[src/eicc_pkg.sv]
// ----------------------------------------------------------------------------
// eicc_pkg
// Shared types, constants and the byte-wise CRC-16/CCITT-FALSE step.
// ----------------------------------------------------------------------------
package eicc_pkg;

    localparam logic [15:0] CRC_POLY = 16'h1021;
    localparam logic [15:0] CRC_INIT = 16'hFFFF;
    localparam logic [15:0] CRC_MSB  = 16'h8000;

    localparam int NAME_IDX_W = 5;
    localparam int MAX_OUT    = 32;

    typedef enum logic [1:0] {
        S_IDLE,
        S_READ,
        S_SHOW
    } t_state;

    // controller -> datapath
    typedef struct packed {
        logic absorb;      // input beat accepted
        logic start_fail;  // present the single failure result
        logic start_name;  // begin name readout at index 0
        logic inc_idx;     // advance to next name byte
    } t_dp_cmd;

    // datapath -> controller
    typedef struct packed {
        logic fail;        // valid with an accepted last beat
        logic last_result; // current result is the final one of the run
    } t_dp_stat;

    // one byte of MSB-first CRC, eight shift steps
    function automatic logic [15:0] crc16_byte(input logic [15:0] crc, input logic [7:0] b);
        logic [15:0] c;
        c = crc ^ {b, 8'h00};
        for (int i = 0; i < 8; i++) begin
            if ((c & CRC_MSB) != 16'h0000) begin
                c = {c[14:0], 1'b0} ^ CRC_POLY;
            end else begin
                c = {c[14:0], 1'b0};
            end
        end
        return c;
    endfunction

endpackage

[src/eeprom_image_crc_checker_core.sv]
// ----------------------------------------------------------------------------
// eeprom_image_crc_checker_core
// EEPROM image CRC-16/CCITT-FALSE check and name field extraction.
// ----------------------------------------------------------------------------
// Image bytes are taken one beat per cycle while the block is collecting.
// The CRC (poly 0x1021, init 0xFFFF, MSB first, no final xor) runs over
// bytes 0 to CRC_OFFSET-1, the stored CRC is taken little-endian from bytes
// CRC_OFFSET and CRC_OFFSET+1, and the name field is written into a small
// RAM as it streams by. Bytes at position IMAGE_BYTES and beyond are ignored
// but their last mark still closes the image. On the beat marked last the
// input stalls and results go out: a short image or CRC mismatch gives one
// beat (valid 0, byte 0) in the cycle after the last byte; a good image gives
// min(NAME_LEN, 32) name beats, each going through a RAM read state and a
// presentation state plus any output stall, the final name byte forced to 0.
// Input is accepted again the cycle after the final result beat is taken.
// No clearing pass is needed after reset.
// ----------------------------------------------------------------------------
module eeprom_image_crc_checker_core #(
    parameter int IMAGE_BYTES = 128,
    parameter int CRC_OFFSET  = 126,
    parameter int NAME_OFFSET = 94,
    parameter int NAME_LEN    = 32
) (
    input  logic                            i_clk,
    input  logic                            i_rst_n,
    // image byte channel
    input  logic                            i_in_valid,
    output logic                            o_in_stall,
    input  logic [7:0]                      i_data_byte,
    input  logic                            i_last_byte,
    // result channel
    output logic                            o_out_valid,
    input  logic                            i_out_stall,
    output logic [7:0]                      o_name_byte,
    output logic [eicc_pkg::NAME_IDX_W-1:0] o_name_index,
    output logic                            o_image_valid,
    output logic                            o_last_result
);
    import eicc_pkg::*;

    t_dp_cmd  dp_cmd;
    t_dp_stat dp_stat;

    // sequencer: collect beats, then step through results
    eicc_ctrl u_ctrl (
        .i_clk       (i_clk),
        .i_rst_n     (i_rst_n),
        .i_in_valid  (i_in_valid),
        .i_last_byte (i_last_byte),
        .o_in_stall  (o_in_stall),
        .o_out_valid (o_out_valid),
        .i_out_stall (i_out_stall),
        .o_cmd       (dp_cmd),
        .i_stat      (dp_stat)
    );

    // CRC, position, stored CRC and name RAM
    eicc_datapath #(
        .IMAGE_BYTES (IMAGE_BYTES),
        .CRC_OFFSET  (CRC_OFFSET),
        .NAME_OFFSET (NAME_OFFSET),
        .NAME_LEN    (NAME_LEN)
    ) u_datapath (
        .i_clk         (i_clk),
        .i_rst_n       (i_rst_n),
        .i_cmd         (dp_cmd),
        .o_stat        (dp_stat),
        .i_data_byte   (i_data_byte),
        .i_last_byte   (i_last_byte),
        .o_name_byte   (o_name_byte),
        .o_name_index  (o_name_index),
        .o_image_valid (o_image_valid),
        .o_last_result (o_last_result)
    );

endmodule

[src/eicc_ram.sv]
// ----------------------------------------------------------------------------
// eicc_ram
// Generic single-write, single-read RAM with registered read data.
// ----------------------------------------------------------------------------
module eicc_ram #(
    parameter  int WIDTH = 8,
    parameter  int DEPTH = 32,
    localparam int AddrW = (DEPTH > 1) ? $clog2(DEPTH) : 1
) (
    input  logic             i_clk,
    input  logic             i_we,
    input  logic [AddrW-1:0] i_waddr,
    input  logic [WIDTH-1:0] i_wdata,
    input  logic [AddrW-1:0] i_raddr,
    output logic [WIDTH-1:0] o_rdata
);

    logic [WIDTH-1:0] r_mem [DEPTH];
    logic [WIDTH-1:0] r_rdata;

    always_ff @(posedge i_clk) begin
        if (i_we) begin
            r_mem[i_waddr] <= i_wdata;
        end
        r_rdata <= r_mem[i_raddr];
    end

    assign o_rdata = r_rdata;

endmodule

[src/eicc_datapath.sv]
// ----------------------------------------------------------------------------
// eicc_datapath
// Position counter, running CRC, stored CRC capture, name buffer and
// result fields.
// ----------------------------------------------------------------------------
module eicc_datapath #(
    parameter int IMAGE_BYTES = 128,
    parameter int CRC_OFFSET  = 126,
    parameter int NAME_OFFSET = 94,
    parameter int NAME_LEN    = 32
) (
    input  logic                                 i_clk,
    input  logic                                 i_rst_n,
    input  eicc_pkg::t_dp_cmd                    i_cmd,
    output eicc_pkg::t_dp_stat                   o_stat,
    input  logic [7:0]                           i_data_byte,
    input  logic                                 i_last_byte,
    output logic [7:0]                           o_name_byte,
    output logic [eicc_pkg::NAME_IDX_W-1:0]      o_name_index,
    output logic                                 o_image_valid,
    output logic                                 o_last_result
);
    import eicc_pkg::*;

    localparam int AddrW   = (NAME_LEN > 1) ? $clog2(NAME_LEN) : 1;
    localparam int NOut    = (NAME_LEN < MAX_OUT) ? NAME_LEN : MAX_OUT;
    localparam logic [7:0] ImageEnd = 8'(IMAGE_BYTES);
    localparam logic [7:0] CrcLo    = 8'(CRC_OFFSET);
    localparam logic [7:0] CrcHi    = 8'(CRC_OFFSET + 1);
    localparam logic [7:0] NameLo   = 8'(NAME_OFFSET);
    localparam logic [8:0] NameEnd  = 9'(NAME_OFFSET + NAME_LEN);
    localparam logic [NAME_IDX_W-1:0] IdxLast = NAME_IDX_W'(NOut - 1);

    logic [7:0]            r_pos;
    logic [15:0]           r_crc;
    logic [15:0]           r_stored;
    logic [7:0]            n_pos;
    logic [15:0]           n_crc;
    logic [15:0]           n_stored;
    logic                  in_image;
    logic                  name_we;
    logic [AddrW-1:0]      name_waddr;
    logic [7:0]            name_rdata;
    logic                  r_fail;
    logic [NAME_IDX_W-1:0] r_idx;
    logic                  idx_last;

    assign in_image = (r_pos < ImageEnd);

    always_comb begin
        n_crc    = r_crc;
        n_stored = r_stored;
        if (in_image && (r_pos < CrcLo)) begin
            n_crc = crc16_byte(r_crc, i_data_byte);
        end
        if (in_image && (r_pos == CrcLo)) begin
            n_stored = {r_stored[15:8], i_data_byte};
        end
        if (in_image && (r_pos == CrcHi)) begin
            n_stored = {i_data_byte, r_stored[7:0]};
        end
        n_pos = (r_pos != 8'hFF) ? r_pos + 8'd1 : 8'hFF;
    end

    assign o_stat.fail = (n_pos < ImageEnd) || (n_stored != n_crc);

    always_ff @(posedge i_clk) begin
        if (!i_rst_n) begin
            r_pos    <= 8'd0;
            r_crc    <= CRC_INIT;
            r_stored <= 16'h0000;
        end else if (i_cmd.absorb) begin
            if (i_last_byte) begin
                r_pos    <= 8'd0;
                r_crc    <= CRC_INIT;
                r_stored <= 16'h0000;
            end else begin
                r_pos    <= n_pos;
                r_crc    <= n_crc;
                r_stored <= n_stored;
            end
        end
    end

    // name field capture
    assign name_we    = i_cmd.absorb && in_image && (r_pos >= NameLo)
                        && ({1'b0, r_pos} < NameEnd);
    assign name_waddr = AddrW'(r_pos - NameLo);

    eicc_ram #(
        .WIDTH (8),
        .DEPTH (NAME_LEN)
    ) u_name_ram (
        .i_clk   (i_clk),
        .i_we    (name_we),
        .i_waddr (name_waddr),
        .i_wdata (i_data_byte),
        .i_raddr (AddrW'(r_idx)),
        .o_rdata (name_rdata)
    );

    // result fields
    always_ff @(posedge i_clk) begin
        if (i_cmd.start_fail) begin
            r_fail <= 1'b1;
            r_idx  <= '0;
        end else if (i_cmd.start_name) begin
            r_fail <= 1'b0;
            r_idx  <= '0;
        end else if (i_cmd.inc_idx) begin
            r_idx  <= r_idx + NAME_IDX_W'(1);
        end
    end

    assign idx_last           = (r_idx == IdxLast);
    assign o_stat.last_result = r_fail || idx_last;
    assign o_name_byte        = (r_fail || idx_last) ? 8'h00 : name_rdata;
    assign o_name_index       = r_idx;
    assign o_image_valid      = !r_fail;
    assign o_last_result      = r_fail || idx_last;

endmodule

[src/eicc_ctrl.sv]
// ----------------------------------------------------------------------------
// eicc_ctrl
// Sequencer: absorbs image beats, then walks out the result beats.
// ----------------------------------------------------------------------------
module eicc_ctrl (
    input  logic               i_clk,
    input  logic               i_rst_n,
    input  logic               i_in_valid,
    input  logic               i_last_byte,
    output logic               o_in_stall,
    output logic               o_out_valid,
    input  logic               i_out_stall,
    output eicc_pkg::t_dp_cmd  o_cmd,
    input  eicc_pkg::t_dp_stat i_stat
);
    import eicc_pkg::*;

    t_state r_state;
    t_state n_state;

    always_ff @(posedge i_clk) begin
        if (!i_rst_n) begin
            r_state <= S_IDLE;
        end else begin
            r_state <= n_state;
        end
    end

    always_comb begin
        n_state     = r_state;
        o_cmd       = '0;
        o_in_stall  = 1'b1;
        o_out_valid = 1'b0;
        unique case (r_state)
            S_IDLE: begin
                o_in_stall   = 1'b0;
                o_cmd.absorb = i_in_valid;
                if (i_in_valid && i_last_byte) begin
                    if (i_stat.fail) begin
                        o_cmd.start_fail = 1'b1;
                        n_state          = S_SHOW;
                    end else begin
                        o_cmd.start_name = 1'b1;
                        n_state          = S_READ;
                    end
                end
            end
            S_READ: begin
                n_state = S_SHOW;
            end
            S_SHOW: begin
                o_out_valid = 1'b1;
                if (!i_out_stall) begin
                    if (i_stat.last_result) begin
                        n_state = S_IDLE;
                    end else begin
                        o_cmd.inc_idx = 1'b1;
                        n_state       = S_READ;
                    end
                end
            end
            default: begin
                n_state = S_IDLE;
            end
        endcase
    end

endmodule

[config.mk]
export PLATFORM = sky130hd
export DESIGN_NAME = eeprom_image_crc_checker_core
export DESIGN_NICKNAME = d
export VERILOG_FILES = /design/src/eicc_pkg.sv /design/src/eeprom_image_crc_checker_core.sv /design/src/eicc_ram.sv /design/src/eicc_datapath.sv /design/src/eicc_ctrl.sv
export SDC_FILE = /design/constraint.sdc
export NUM_CORES = 1
export LEC_CHECK = 0
export BUFFER_PORTS_ARGS = -buffer_cell sky130_fd_sc_hd__buf_2
export CAP_MARGIN = 5
export CORE_ASPECT_RATIO = 0.7
export CORE_MARGIN = 1.5
export CORE_UTILIZATION = 60
export DETAILED_ROUTE_END_ITERATION = 8
export PLACE_DENSITY = 0.88
export SYNTH_ARGS = -nofsm -noshare
export SYNTH_HDL_FRONTEND = slang
export SYNTH_SLANG_ARGS = --single-unit
[constraint.sdc]
create_clock -name i_clk -period 7.4 [get_ports i_clk]
set_input_delay 1.11 -clock i_clk [delete_from_list [all_inputs] [get_ports i_clk]]
set_output_delay 1.11 -clock i_clk [all_outputs]
set_load 0.02 [all_outputs]
==> flow_results.org, run 1 <==
** Clock tree
- Clock tree root buffer cell :: clkbuf_16
- Cts repair resizes :: 0
- At the later pin of the worst-skew pair, clock insertion delay measures 0.54 ns.
- Number of CTS-inserted buffers :: 28
- Post-CTS Setup Inserts :: 0
- After clock tree synthesis, the clock-pin slew on the worst setup and hold paths is 0.06 ns.
- The longest clock path from root to sink contains 3 buffers.
- Hold-fix buffer count after cts :: 0
- Count of H-tree levels built during CTS :: 1
- TritonCTS clock tree :: yes
- For this design, the sink count on the clock tree is 312.

** GRT
- Number of global-route vias before repair :: 7499
- The number of antenna violations at the first check in global routing was 0.
- Entering global routing, the biggest net connects 69 pins.
- Global-route usage over all layers :: 0.284
- For this run the aggregate overflow at the end of global routing stands at 0.
- Wire length of the first global-routing pass :: 46500 microns

** Routing
- Wire length the detailed router placed on met1 :: 11700 microns
- Routed length per placed instance :: 28.3 microns
- Wire segments on met3 add up to 3790 microns in the final route.
- In this run the remaining antenna-violating nets after routing total 0.
- Total Wirelength :: 30800 microns
- In the routed design, unresolved DRC markers number 0.
- Iteration count of the initial detailed-routing pass :: 6
- Signal routing reaches up to met4.
- Met2 WL :: 14300 microns
- For this block, the initial DRC count from the detailed router was 1220.
- Drt via density :: 6.91
- Via total after detailed routing :: 7508

** Yosys
- Number of warnings reported in the yosys synthesis log :: 0
- Mean cell area of the mapped netlist :: 17.1 sq um
- Post-synth design cell area :: 13000 sq um
- Net Count, Synth :: 783
- Counting flops with an async set or reset pin after synthesis yields a share of 0.
- #FFs+latches synth :: 312
- Yosys mapped a number of flops with a built-in enable equal to 256.
- Instance count of the mapped netlist :: 763
- After synthesis, the netlist uses 53 different library cells.
- The share of the Yosys chip area taken by registers is 0.676.
- Leading register cell type out of synthesis :: edfxtp_1

** Job
- Count of max-cap constraint violations :: 0

** Power and ir drop
- Cell internal power was estimated by the tool at 2.97 mW.
- The share of total power dissipated in the clock network is 0.403.
- Worst ir drop on vdd :: 0.226 mV
- Fraction of power spent switching nets :: 0.219
- Cell leakage power :: 4.69 nW
- Overall power consumption after layout is estimated at 3.81 mW.
- The share of total power dissipated in combinational logic is 0.090.
- Share of power burned in registers :: 0.507
- Switching component of the power :: 0.835 mW
- Dividing total power by cell area gives a power density of 265 nW/um^2.

** Die
- Die outline width :: 179 microns
- The die covers 22600 sq um.
- Vertical extent of the die :: 126 microns
- I/O pin count :: 30
- The floorplan step defined a core boundary enclosing 21000 sq um.
- Row Count :: 44
- For this configuration, the core starts out at a cell density of 0.619.

** Timing
- Slew margin rel. :: 0.217
- At the pin with the least slew margin, the transition time is 1.17 ns.
- Dividing the final minimum period by the clock period gives 0.598.
- Setup repair after global routing left no endpoint under its margin.
- Post-Route Hold Slack :: 0.526 ns
- For this run, the top clock speed supported by timing is 226 MHz.
- Summed over all failing endpoints, the final setup total negative slack is 0 ns.
- Setup violations remaining at the end of the flow were counted as 0.
- Final hold violation count :: 0
- The number of max-slew violations in the final report is 0.
- Final worst clock skew :: 0.0128 ns
- The smallest clock period supported by the final layout is computed as 4.42 ns.

** Critical path
- Most frequent cell on the critical path :: ha_1
- Of all nets on the critical path, the largest fanout is 68.
- STA puts the critical path data arrival time at 3.31 ns.
- Maximum cell stage delay along the critical path :: 0.82 ns
- The critical path is of the flip-flop to primary output type.
- Crit-path leading delay family :: simple AND/OR/NAND/NOR gates
- On the critical path, the stage with the largest delay is an instance of nor2_1.
- Total buffers and inverters traversed by the critical path :: 2
- Cell-by-cell listing of the critical path :: buf_4 -> ha_1 -> and3_1 -> ha_1 -> nor2_1 -> and2_1 -> buf_2
- CP startpoint kind :: flip-flop
- STA puts the critical path data required time at 6.29 ns.
- STA classifies the critical path endpoint as a primary output.

** Place
- Detailed Place HPWL :: 18800 microns
- Port buffering added 29 buffers.
- The number of placed instances, taps included, is 1036.
- Routability-driven placement finished with a final weighted congestion of 0.862.
- Once placement finished, the instance area stood at 13400 sq um.

** Final layout
- Area of combinational cells with multiple inputs :: 4020 sq um
- 0 antenna diodes ended up in the layout.
- Compared with the post-synthesis result, the final layout area differs by 10.4%.
- Fill cells in the final layout number 1263.
- In the final layout, flip-flops and latches occupy 8810 sq um.
- For this run, the post-layout net count is 810.
- The finished cells cover 14400 sq um.
- Leaving out fill and tap cells, the most frequent cell in the layout is edfxtp_1.
- For this run, the number of standard cells in the final layout without fillers is 1087.
- Commonest cells after routing, fill and taps aside :: edfxtp_1 (256), mux4_2 (80), nor2_1 (77)
- Of the cells placed in the final design, the portion with a size suffix greater than 1 is 0.219.

** Run status
- Result of the run :: complete, no violations

** Worst hold path
- Class of the most critical hold timing path :: flip-flop to flip-flop
-- cell type report --
class,count,area share
tap,276,0.0240
inverter,10,0.00261
sequential,312,0.613
clock inverter,18,0.0148
multi-input combinational,403,0.280
clock buffer,33,0.0529
timing repair buffer,35,0.0132
-- layer usage --
layer  up-vias  track usage
met3        98       0.0640
met4         0       0.0744
met1      3793        0.411
met2       573        0.443
met5         -            0
li1       3044            -
-- path summary, 6_finish.rpt --
path,startpoint,end,slack (ns),cells after the start
max,u_datapath.o_name_index[1],o_name_byte[0],2.98,7
max reg2reg,u_datapath.r_pos[2],u_ctrl.r_state[0],3.62,8
min,u_datapath.r_crc[14],u_datapath.r_crc[14],0.53,2
min reg2reg,u_datapath.r_crc[14],u_datapath.r_crc[14],0.53,2
-- Yosys cell counts, types with 2 or more instances --
cell type,instances,share of area
nand2b_1,4,0.0019
nor3_1,3,0.0012
mux2i_1,31,0.024
and3_1,3,0.0014
nand3_1,13,0.0050
xnor2_2,2,0.0025
dfxtp_1,56,0.086
a31oi_1,11,0.0053
o21ai_0,7,0.0027
xor2_1,14,0.0094
xor3_1,2,0.0037
nand2_1,34,0.0098
ha_1,7,0.0067
xnor2_1,29,0.019
xnor3_1,3,0.0052
a22oi_1,17,0.0098
a21oi_1,6,0.0023
a21o_1,2,0.0012
mux4_2,80,0.14
mux2_2,8,0.0069
edfxtp_1,256,0.59
o211ai_1,3,0.0017
inv_1,9,0.0026
buf_2,7,0.0027
buf_1,11,0.0032
and2_1,9,0.0043
a211oi_1,2,0.0012
or4_4,2,0.0017
nor2_1,77,0.022
clkbuf_1,18,0.0052
o22ai_1,10,0.0048
nand4_1,6,0.0029
-- cell families (layout without fill, tap and decap cells) --
logic type      count (synthesis)  count (layout)  share of synthesized area
compound gates                 68              68                     0.0369
flops                         312             312                      0.676
buf+inv                        48              96                     0.0152
fa+ha+maj                       7               7                    0.00672
xor+xnor                       51              51                     0.0415
mux                           119             119                      0.169
simple gates                  158             158                     0.0545
-- stage by stage --
| stage | setup WS [ns] | util |
|---|---|---|
| floorplan | 3.74 | - |
| global placement | 3.17 | 0.637 |
| detailed placement | 3.06 | 0.637 |
| CTS | 2.93 | 0.684 |
| global route | 2.91 | 0.684 |
| finish | 2.98 | 0.684 |
-- worst register-to-register path: cells and delay by family (launching register included) --
family,cells,cell delay (ns)
simple gates,4,1.94
flops,1,0.56
mux,1,0.44
fa+ha+maj,1,0.39
compound gates,1,0.21
xor+xnor,1,0.15
-- state kept, by name, summed over array words and instances, names as in the netlist --
name and count:
u_datapath.r_crc 16, u_datapath.o_name_index 5, u_datapath.r_stored 16, u_datapath.u_name_ram.r_mem 256, u_datapath.r_fail 1, u_ctrl.r_state 2
u_datapath.r_pos 8, u_datapath.u_name_ram.o_rdata 8
-- power by group through the flow --
stage	clock network [mW]	registers [mW]	logic, mW
6_report	1.53	1.93	0.344
5_1_grt	1.61	1.93	0.367
4_1_cts	1.54	1.93	0.343
3_5_place_dp	0	1.97	0.337
3_3_place_gp	0	1.97	0.327
2_1_floorplan	0	1.96	0.250
No activity file was read; power rests on OpenSTA's default activity.
==> inputs of run 2 (changes only) <==
- ABC_AREA: not set -> 1
- CORE_UTILIZATION: 60 -> 56
- PLACE_DENSITY: 0.88 -> 0.86
- clock period: 7.4 -> 3.75 ns (I/O delays scaled with it)
==> run 2 against run 1 <==
  * Clock power up 86%
  * Critical endpoint is now o_name_byte[7]
  * Via count increased by 40%
  * Final cell count increased by 60%
==> flow_results.org, run 2 <==
** Run status
- Result of the run :: complete, no violations (unchanged)

** Yosys
- Most used standard cells in the synthesized netlist :: nand2_1 (300), edfxtp_1 (256), nor2_1 (203) (was edfxtp_1 (256), mux4_2 (80), nor2_1 (77))
- The most repeated cell in the gate-level netlist after synthesis is nand2_1 (was edfxtp_1).
- Top cells by area in the synthesized netlist :: edfxtp_1 (56%), nand2_1 (8.2%), dfxtp_1 (8.2%) (was edfxtp_1 (59%), mux4_2 (14%), dfxtp_1 (8.6%))
- Share of Yosys cell area claimed by the top area cell type :: 0.561 (was 0.590)
- The fraction of synthesis flops using an asynchronous set or reset pin was 0 (unchanged).
- The cell area after synthesis was 13700 sq um (was 13000 sq um).
- The synthesized netlist net count came to 1390 (was 783).
- The gate count of the mapped netlist was 1370 (was 763).
- The number of flops mapped to enable cells by yosys came to 256 (unchanged).
- The cell type with the largest total area after synthesis is edfxtp_1 (unchanged).
- Mean cell area of the mapped netlist :: 10.0 sq um (was 17.1 sq um)
- Number of unique standard cell types used by synthesis :: 40 (was 53)
- #FFs+latches synth :: 312 (unchanged)
- The commonest register cell after synthesis is edfxtp_1 (unchanged).
- The part of the Yosys area used for sequential elements is 0.643 (was 0.676).
- The number of warning messages in the yosys log was 0 (unchanged).

** Power and ir drop
- Pwr Density :: 496 nW/um^2 (was 265 nW/um^2)
- Cell leakage power :: 5.63 nW (was 4.69 nW)
- The maximum vdd drop is 0.438 mV (was 0.226 mV).

** Final layout
- The leading cell type in the layout, fill and taps excluded was nand2_1 (was edfxtp_1).
- Largest registers: u_datapath.u_name_ram.r_mem x256, u_datapath.r_crc x16, u_datapath.r_stored x16 (unchanged).
- The share of the core filled with cells was 0.638 (was 0.684).
- The number of flip-flops under the largest register name is 256 (unchanged).
- Commonest cells after routing, fill and taps aside: nand2_1 (300), edfxtp_1 (256), nor2_1 (202) (was edfxtp_1 (256), mux4_2 (80), nor2_1 (77)).
- The number of nets in the layout was 1422 (was 810).
- Number of fill cells in the layout :: 1791 (was 1263)
- The area added between synthesis and finish came to 10.8% (was 10.4%).
- The multi-input logic area is 4300 sq um (was 4020 sq um).
- The fraction of final layout cells sized beyond drive strength 1 came to 0.105 (was 0.219).
- Seq. cell area :: 8810 sq um (unchanged)
- The largest register by flop count is u_datapath.u_name_ram.r_mem (unchanged).

** Routing
- The routed wire length is 35500 microns (was 30800 microns).
- The number of vias after detailed routing is 10.5k (was 7508).
- Remaining antenna violation count after routing :: 0 (unchanged)
- Drt via density :: 6.04 (was 6.91)
- Remaining design rule violation count :: 0 (unchanged)
- Iteration count of the initial detailed-routing pass :: 5 (was 6)
- Number of violations reported at the end of detailed-routing iteration 0 :: 1428 (was 1220)
- Routed length per placed instance :: 20.3 microns (was 28.3 microns)

** Timing
- Final worst clock skew :: 0.0246 ns (was 0.0128 ns)
- Final-report setup violation count :: 0 (unchanged)
- Final worst path period share :: 0.820
- The transition time at the pin with the least slew margin came to 0.912 ns (was 1.17 ns).
- Minimum clock period after layout :: 3.08 ns
- The number of max-slew violations in the final report is 0 (unchanged).
- Aggregate negative setup slack :: 0 ns (unchanged)
- Setup repair after global routing missed its margin :: no (unchanged)
- Final hold violation count :: 0 (unchanged)
- Timing-limited maximum frequency :: 325 MHz
- The worst slew margin relative to its limit was 0.391 (was 0.217).

** Clock tree
- The post-CTS setup repair buffer count was 0 (unchanged).
- The H-tree depth reported by CTS is 1 (unchanged).
- TritonCTS clock tree :: yes (unchanged)
- The number of clock buffers inserted by TritonCTS was 28 (unchanged).
- The buffer levels on the longest clock path was 3 (unchanged).
- Cts repair resizes :: 0 (unchanged)
- The clock sink count is 312 (unchanged).
- The hold-fix buffer count after cts came to 0 (unchanged).
- Clock latency on the worst-skew pair :: 0.56 ns (was 0.54 ns)
- Reg clk slew, reported paths :: 0.07 ns (was 0.06 ns)
- The library cell used as clock root buffer is clkbuf_16 (unchanged).

** GRT
- Global-route usage over all layers :: 0.282 (was 0.284)
- The number of antenna violations at the first check in global routing is 1 (was 0).
- Wire length of the first global-routing pass :: 54400 microns (was 46500 microns)
- The leftover overflow at the end of global routing is 0 (unchanged).
- Number of global-route vias before repair :: 9576 (was 7499)
- Largest net degree at the start of global routing :: 71 (was 69)

** Critical path
- Critical Path Slowest Stage Cell :: dfxtp_4 (was nor2_1)
- Critical Path RT :: 3.19 ns (was 6.29 ns)
- The most used cell along the critical path is nor2_1 (was ha_1).
- The path type of the worst setup path is flip-flop to primary output (unchanged).
- The worst endpoint data arrival time was 2.51 ns (was 3.31 ns).
- The nature of the critical path startpoint was a flip-flop (unchanged).
- Worst Setup End Kind :: primary output (unchanged)
- The stage delay of the slowest cell on the critical path came to 0.80 ns (was 0.82 ns).
- The maximum net fanout on the critical path is 70 (was 68).
- Cell-by-cell listing of the critical path: ha_1 -> inv_1 -> nor2_1 -> ha_1 -> nor2_1 -> inv_2 -> nor2_1 -> buf_2 (was buf_4 -> ha_1 -> and3_1 -> ha_1 -> nor2_1 -> and2_1 -> buf_2).

** Die
- The core area came to 23800 sq um (was 21000 sq um).
- The overall die area is 25400 sq um (was 22600 sq um).
- Vertical extent of the die :: 134 microns (was 126 microns)
- Row Count :: 47 (was 44)
- I/O pin count :: 30 (unchanged)
- The effective utilization at floorplan is 0.576 (was 0.619).
- Die outline width :: 190 microns (was 179 microns)

** Place
- The weighted congestion at the end of routability-driven global placement was 0.951 (was 0.862).
- Port bufs :: 29 (unchanged)
- Detailed Place HPWL :: 22800 microns (was 18800 microns)

** Worst hold path
- The worst hold path class was input pin to flip-flop (was flip-flop to flip-flop).

** Job
- Count of max-cap constraint violations :: 0 (unchanged)
[run 2: critical path, delay by kind of cell, from the launching register on]
family | cells | cell delay [ns]
adders and majority gates | 2 | 0.49
buffers and inverters | 3 | 0.43
and+or+nand+nor | 3 | 0.23
DFF | 1 | 0.80
[run 2: final cells by class]
type                    instances  area share
repair buffers                 68      0.0288
clock inverters                17      0.0101
diodes                          1    0.000165
clock buffers                  35      0.0499
inverters                      86      0.0216
flip-flops and latches        312       0.580
well taps                     318      0.0262
multi-input cells             906       0.283
[run 2: cells by family (layout without fill, tap and decap cells)]
kind of cell               Yosys count  in the layout  synth area share
and+or+nand+nor                    599            599             0.180
xor gates and xnor gates             6              6           0.00383
DFF                                312            312             0.643
other                                0              1                 0
buffers and inverters              152            206            0.0443
AOI/OAI and AO/OA                  294            294             0.123
adders and majority gates            7              7           0.00639
[run 2: report_power, final]
group	internal (mW)	switching [mW]	total [mW]
registers	3.78	0.0571	3.84
clock network	1.57	1.27	2.85
logic	0.242	0.607	0.849
[run 2: worst paths after layout]
kind | start | endpoint | slack, ns | depth (start not counted)
max | u_datapath.o_name_index[0] | o_name_byte[7] | 0.67 | 8
min | i_out_stall | u_ctrl.r_state[1] | 0.28 | 3
max reg2reg | u_datapath.r_pos[7] | u_datapath.u_name_ram.r_mem[21][6] | 0.75 | 8
min reg2reg | u_datapath.r_stored[7] | u_datapath.r_stored[7] | 0.47 | 2
[run 2: metal layers]
metal  share of wire  vias up  global-route usage
met5               0        -                   0
met4           0.032        0              0.0970
li1                -     4835                   -
met2            0.44      607               0.412
met3            0.12       72              0.0735
met1            0.42     5013               0.411
[run 2: through the flow]
step                      power, mW  instances  area [sq um]  worst slack, ns  hold slack [ns]
after floorplan                4.45       1370         13700             1.51            0.445
after global placement         4.72       1690         14300            0.822            0.452
after detailed placement       4.75       1690         14300            0.759            0.455
after CTS                      7.52       1742         15200            0.632            0.278
after global routing           7.76       1742         15200            0.476            0.313
final                          7.54       1743         15200            0.675            0.285
==> inputs of run 3 (changes only) <==
- clock period: 3.75 -> 2.55 ns (I/O delays scaled with it)
==> run 3 against run 2 <==
  * Clock power is 79% higher
  * Register-to-register slack lost 0.58 ns
  * Critical path type unchanged
  * Hold slack worse by 0.12 ns
  * Wire length up 7.5%
  * Largest power group unchanged
  * Global-route usage rose by 1.9 points
  * Non-clock buffer count up 34
  * Highest routed layer unchanged
==> flow_results.org, run 3 (synthesized netlist as in run 2, its figures left out) <==
** Run status
- Result of the run :: complete, no violations (unchanged)

** Die
- Floorplan core area :: 23800 sq um (unchanged)
- The die outline width is 190 microns (unchanged).
- The floorplan die height was 134 microns (unchanged).
- Initial cell density of the core :: 0.576 (unchanged)
- The overall die area is 25400 sq um (unchanged).
- Row Count :: 47 (unchanged)
- The number of placed I/O pins came to 30 (unchanged).

** Timing
- The number of max-slew violations in the final report is 0 (unchanged).
- The final hold violation count came to 0 (unchanged).
- The total setup violations reported at the end of the flow came to 0 (unchanged).
- Slew margin rel. :: 0.523 (was 0.391)
- Timing-limited maximum frequency :: 395 MHz
- Final setup margin :: 0.0162 ns (was 0.675 ns)
- Final worst clock skew :: 0.0158 ns (was 0.0246 ns)
- The transition time at the pin with the least slew margin was 0.712 ns (was 0.912 ns).
- The routed design could run at a clock period as short as 2.53 ns.
- Aggregate negative setup slack :: 0 ns (unchanged)
- Of the available clock period, the critical path in the final layout requires 0.994.

** Power and ir drop
- The sequential power share is 0.462 (was 0.510).
- Worst ir drop on vdd :: 0.645 mV (was 0.438 mV)
- The combinational share of power came to 0.118 (was 0.113).
- The power density relative to cell area was 768 nW/um^2 (was 496 nW/um^2).
- The net switching component of the power was 2.99 mW (was 1.94 mW).
- Cell internal power dissipation :: 9.13 mW (was 5.60 mW)
- Cell leakage power :: 5.88 nW (was 5.63 nW)
- The part of the power in the clock network was 0.420 (was 0.378).
- Fraction of power spent switching nets :: 0.247 (was 0.257)

** Routing
- The number of routed nets with antenna violations was 0 (unchanged).
- Total Wirelength :: 38100 microns (was 35500 microns)
- Number of violations reported at the end of detailed-routing iteration 0 :: 1570 (was 1428)
- Routed length per placed instance :: 21.4 microns (was 20.3 microns)
- Iteration count of the initial detailed-routing pass :: 6 (was 5)
- The vias per cell came to 6.14 (was 6.04).
- Via total after detailed routing :: 10.9k (was 10.5k)
- Remaining design rule violation count :: 0 (unchanged)

** Place
- The post-placement worst setup slack is 0.133 ns (was 0.759 ns).
- The HPWL after detailed placement came to 23800 microns (was 22800 microns).
- Standard cell area after detailed placement :: 14500 sq um (was 14300 sq um)
- Port bufs :: 29 (unchanged)
- GPL Wtd Cong :: 0.976 (was 0.951)

** Clock tree
- The H-tree depth reported by CTS is 1 (unchanged).
- The clock-pin slew reported for the worst setup and hold paths after clock tree synthesis was 0.07 ns (about the same).
- Number of CTS-inserted buffers :: 29 (was 28)
- The CTS tree is yes (unchanged).
- Clock sinks :: 312 (unchanged)
- Clock latency on the worst-skew pair :: 0.56 ns (about the same)
- Clock tree root buffer cell :: clkbuf_16 (unchanged)
- The buffer levels on the longest clock path is 3 (unchanged).

** Critical path
- The number of cells on the worst reg-to-reg path is 15 (was 8).
- Worst Setup End Kind :: primary output (unchanged)
- Critical Path RT :: 2.17 ns (was 3.19 ns)
- Cell-by-cell listing of the critical path :: nand2_1 -> nor2_2 -> ha_2 -> nor2_4 -> clkinvlp_4 -> nor2_2 -> buf_6 (was ha_1 -> inv_1 -> nor2_1 -> ha_1 -> nor2_1 -> inv_2 -> nor2_1 -> buf_2)
- Worst reg-to-reg setup slack :: 0.17 ns (was 0.75 ns)
- The endpoint of the lowest-slack register-to-register path is u_ctrl.r_state[0] (was u_datapath.u_name_ram.r_mem[21][6]).
- CP startpoint kind :: flip-flop (unchanged)
- The most used cell along the critical path was nor2_2 (was nor2_1).
- Maximum cell stage delay along the critical path :: 0.39 ns (was 0.80 ns)
- Critical path arrival :: 2.15 ns (was 2.51 ns)
- Source of the worst register-to-register timing path :: u_datapath.r_pos[0] (was u_datapath.r_pos[7])
- The path type of the worst setup path is flip-flop to primary output (unchanged).
- Critical Path Slowest Stage Cell :: dfxtp_1 (was dfxtp_4)
- Largest driver fanout on the critical path :: 5 (was 70)

** Final layout
- The area added between synthesis and finish came to 15.1% (was 10.8%).
- The final antenna diode count came to 0 (was 1).
- The fraction of final layout cells sized beyond drive strength 1 is 0.140 (was 0.105).
- Largest registers: u_datapath.u_name_ram.r_mem x256, u_datapath.r_crc x16, u_datapath.r_stored x16 (unchanged).
- The leading cell type in the layout, fill and taps excluded is nand2_1 (unchanged).
- Commonest cells after routing, fill and taps aside: nand2_1 (300), edfxtp_1 (256), nor2_1 (193) (was nand2_1 (300), edfxtp_1 (256), nor2_1 (202)).
- Most flops, register :: u_datapath.u_name_ram.r_mem (unchanged)
- Utilization after layout :: 0.663 (was 0.638)
- Final non-filler cell area :: 15800 sq um (was 15200 sq um)
- Final Net Count :: 1458 (was 1422)
- Flip-flop count of the largest register, all copies and words added :: 256 (unchanged)

** Worst hold path
- Worst hold path cell count :: 4 (was 3)
- Hold path start :: i_out_stall (unchanged)
- Hold Path End :: u_datapath.o_name_index[2] (was u_ctrl.r_state[1])
- Class of the most critical hold timing path :: input pin to flip-flop (unchanged)

** GRT
- Largest net degree at the start of global routing :: 118 (was 71)
- Global-route usage over all layers :: 0.302 (was 0.282)
- Number of antenna violations at the first check in global routing :: 0 (was 1)
- The first-pass GRT wire length came to 58200 microns (was 54400 microns).
- Number of global-route vias before repair :: 10.2k (was 9576)
- Total gr overflow :: 0 (unchanged)

** Job
- Count of max-cap constraint violations :: 0 (unchanged)
==> run 3: cell types whose count changed in the layout (fill, tap and decap cells not counted), moves of 3 or more <==
cell,delta
nor2_2,+7
ha_1,-3
buf_4,+33
clkinv_2,-8
bufinv_16,+7
nor2_1,-9
buf_2,-3
clkinvlp_4,+4
==> run 3: cell type report <==
type                       instances  area (sq um)
multi-input combinational        906          4360
timing repair buffer             102           733
fill                            1689          8030
clock buffer                      37           807
tap                              318           398
sequential                       312          8820
timing repair inverter             1          7.51
clock inverter                    17           327
inverter                          86           332
==> run 3: metal layers <==
metal | vias to the layer above | wire (microns) | GRT usage
li1 | 4901 | - | -
met4 | 0 | 1340 | 0.101
met1 | 5166 | 14800 | 0.422
met3 | 113 | 5210 | 0.0916
met2 | 738 | 16800 | 0.452
met5 | - | 0 | 0
==> run 3: worst max path at each step <==
stage,cells after the start,endpoint,from,slack [ns]
finish,7,o_name_byte[2],u_datapath.o_name_index[3],0.02
global route,8,o_name_byte[2],u_datapath.o_name_index[0],-0.009
CTS,8,o_name_byte[4],u_datapath.o_name_index[0],0.001
detailed placement,15,u_ctrl.r_state[0],u_datapath.r_pos[0],0.13
global placement,15,u_ctrl.r_state[0],u_datapath.r_pos[0],0.14
floorplan,9,u_datapath.u_name_ram.r_mem[0][0],u_datapath.r_pos[7],0.31
==> run 3: stage by stage <==
stage	hold WS [ns]	total power, mW	std cells
2_1_floorplan	0.445	6.54	1370
3_5_place_dp	0.456	7.03	1722
6_report	0.161	12.1	1779
5_1_grt	0.168	12.4	1779
4_1_cts	0.144	12.1	1779
3_3_place_gp	0.451	6.98	1722
==> run 3: timing repair <==
action                     4_1_cts  5_1_grt
gates resized for setup          9       22
hold buffers                     0        0
cloned                           1        0
setup endpoints to repair        9       29
setup buffers                    2        0
pin swaps                        1        4
==> run 3: power by group through the flow <==
stage / registers [mW] / clock network, mW / logic (mW)
after floorplan: 5.71 / 0 / 0.826
after global placement: 5.72 / 0 / 1.27
after detailed placement: 5.72 / 0 / 1.31
after CTS: 5.60 / 5.11 / 1.37
after global routing: 5.61 / 5.28 / 1.55
final: 5.60 / 5.09 / 1.43
==> run 3: critical path, delay by kind of cell, from the launching register on <==
family	cells	cell delay, ns
simple gates	4	0.62
flops	1	0.39
buf+inv	2	0.37
fa+ha+maj	1	0.21
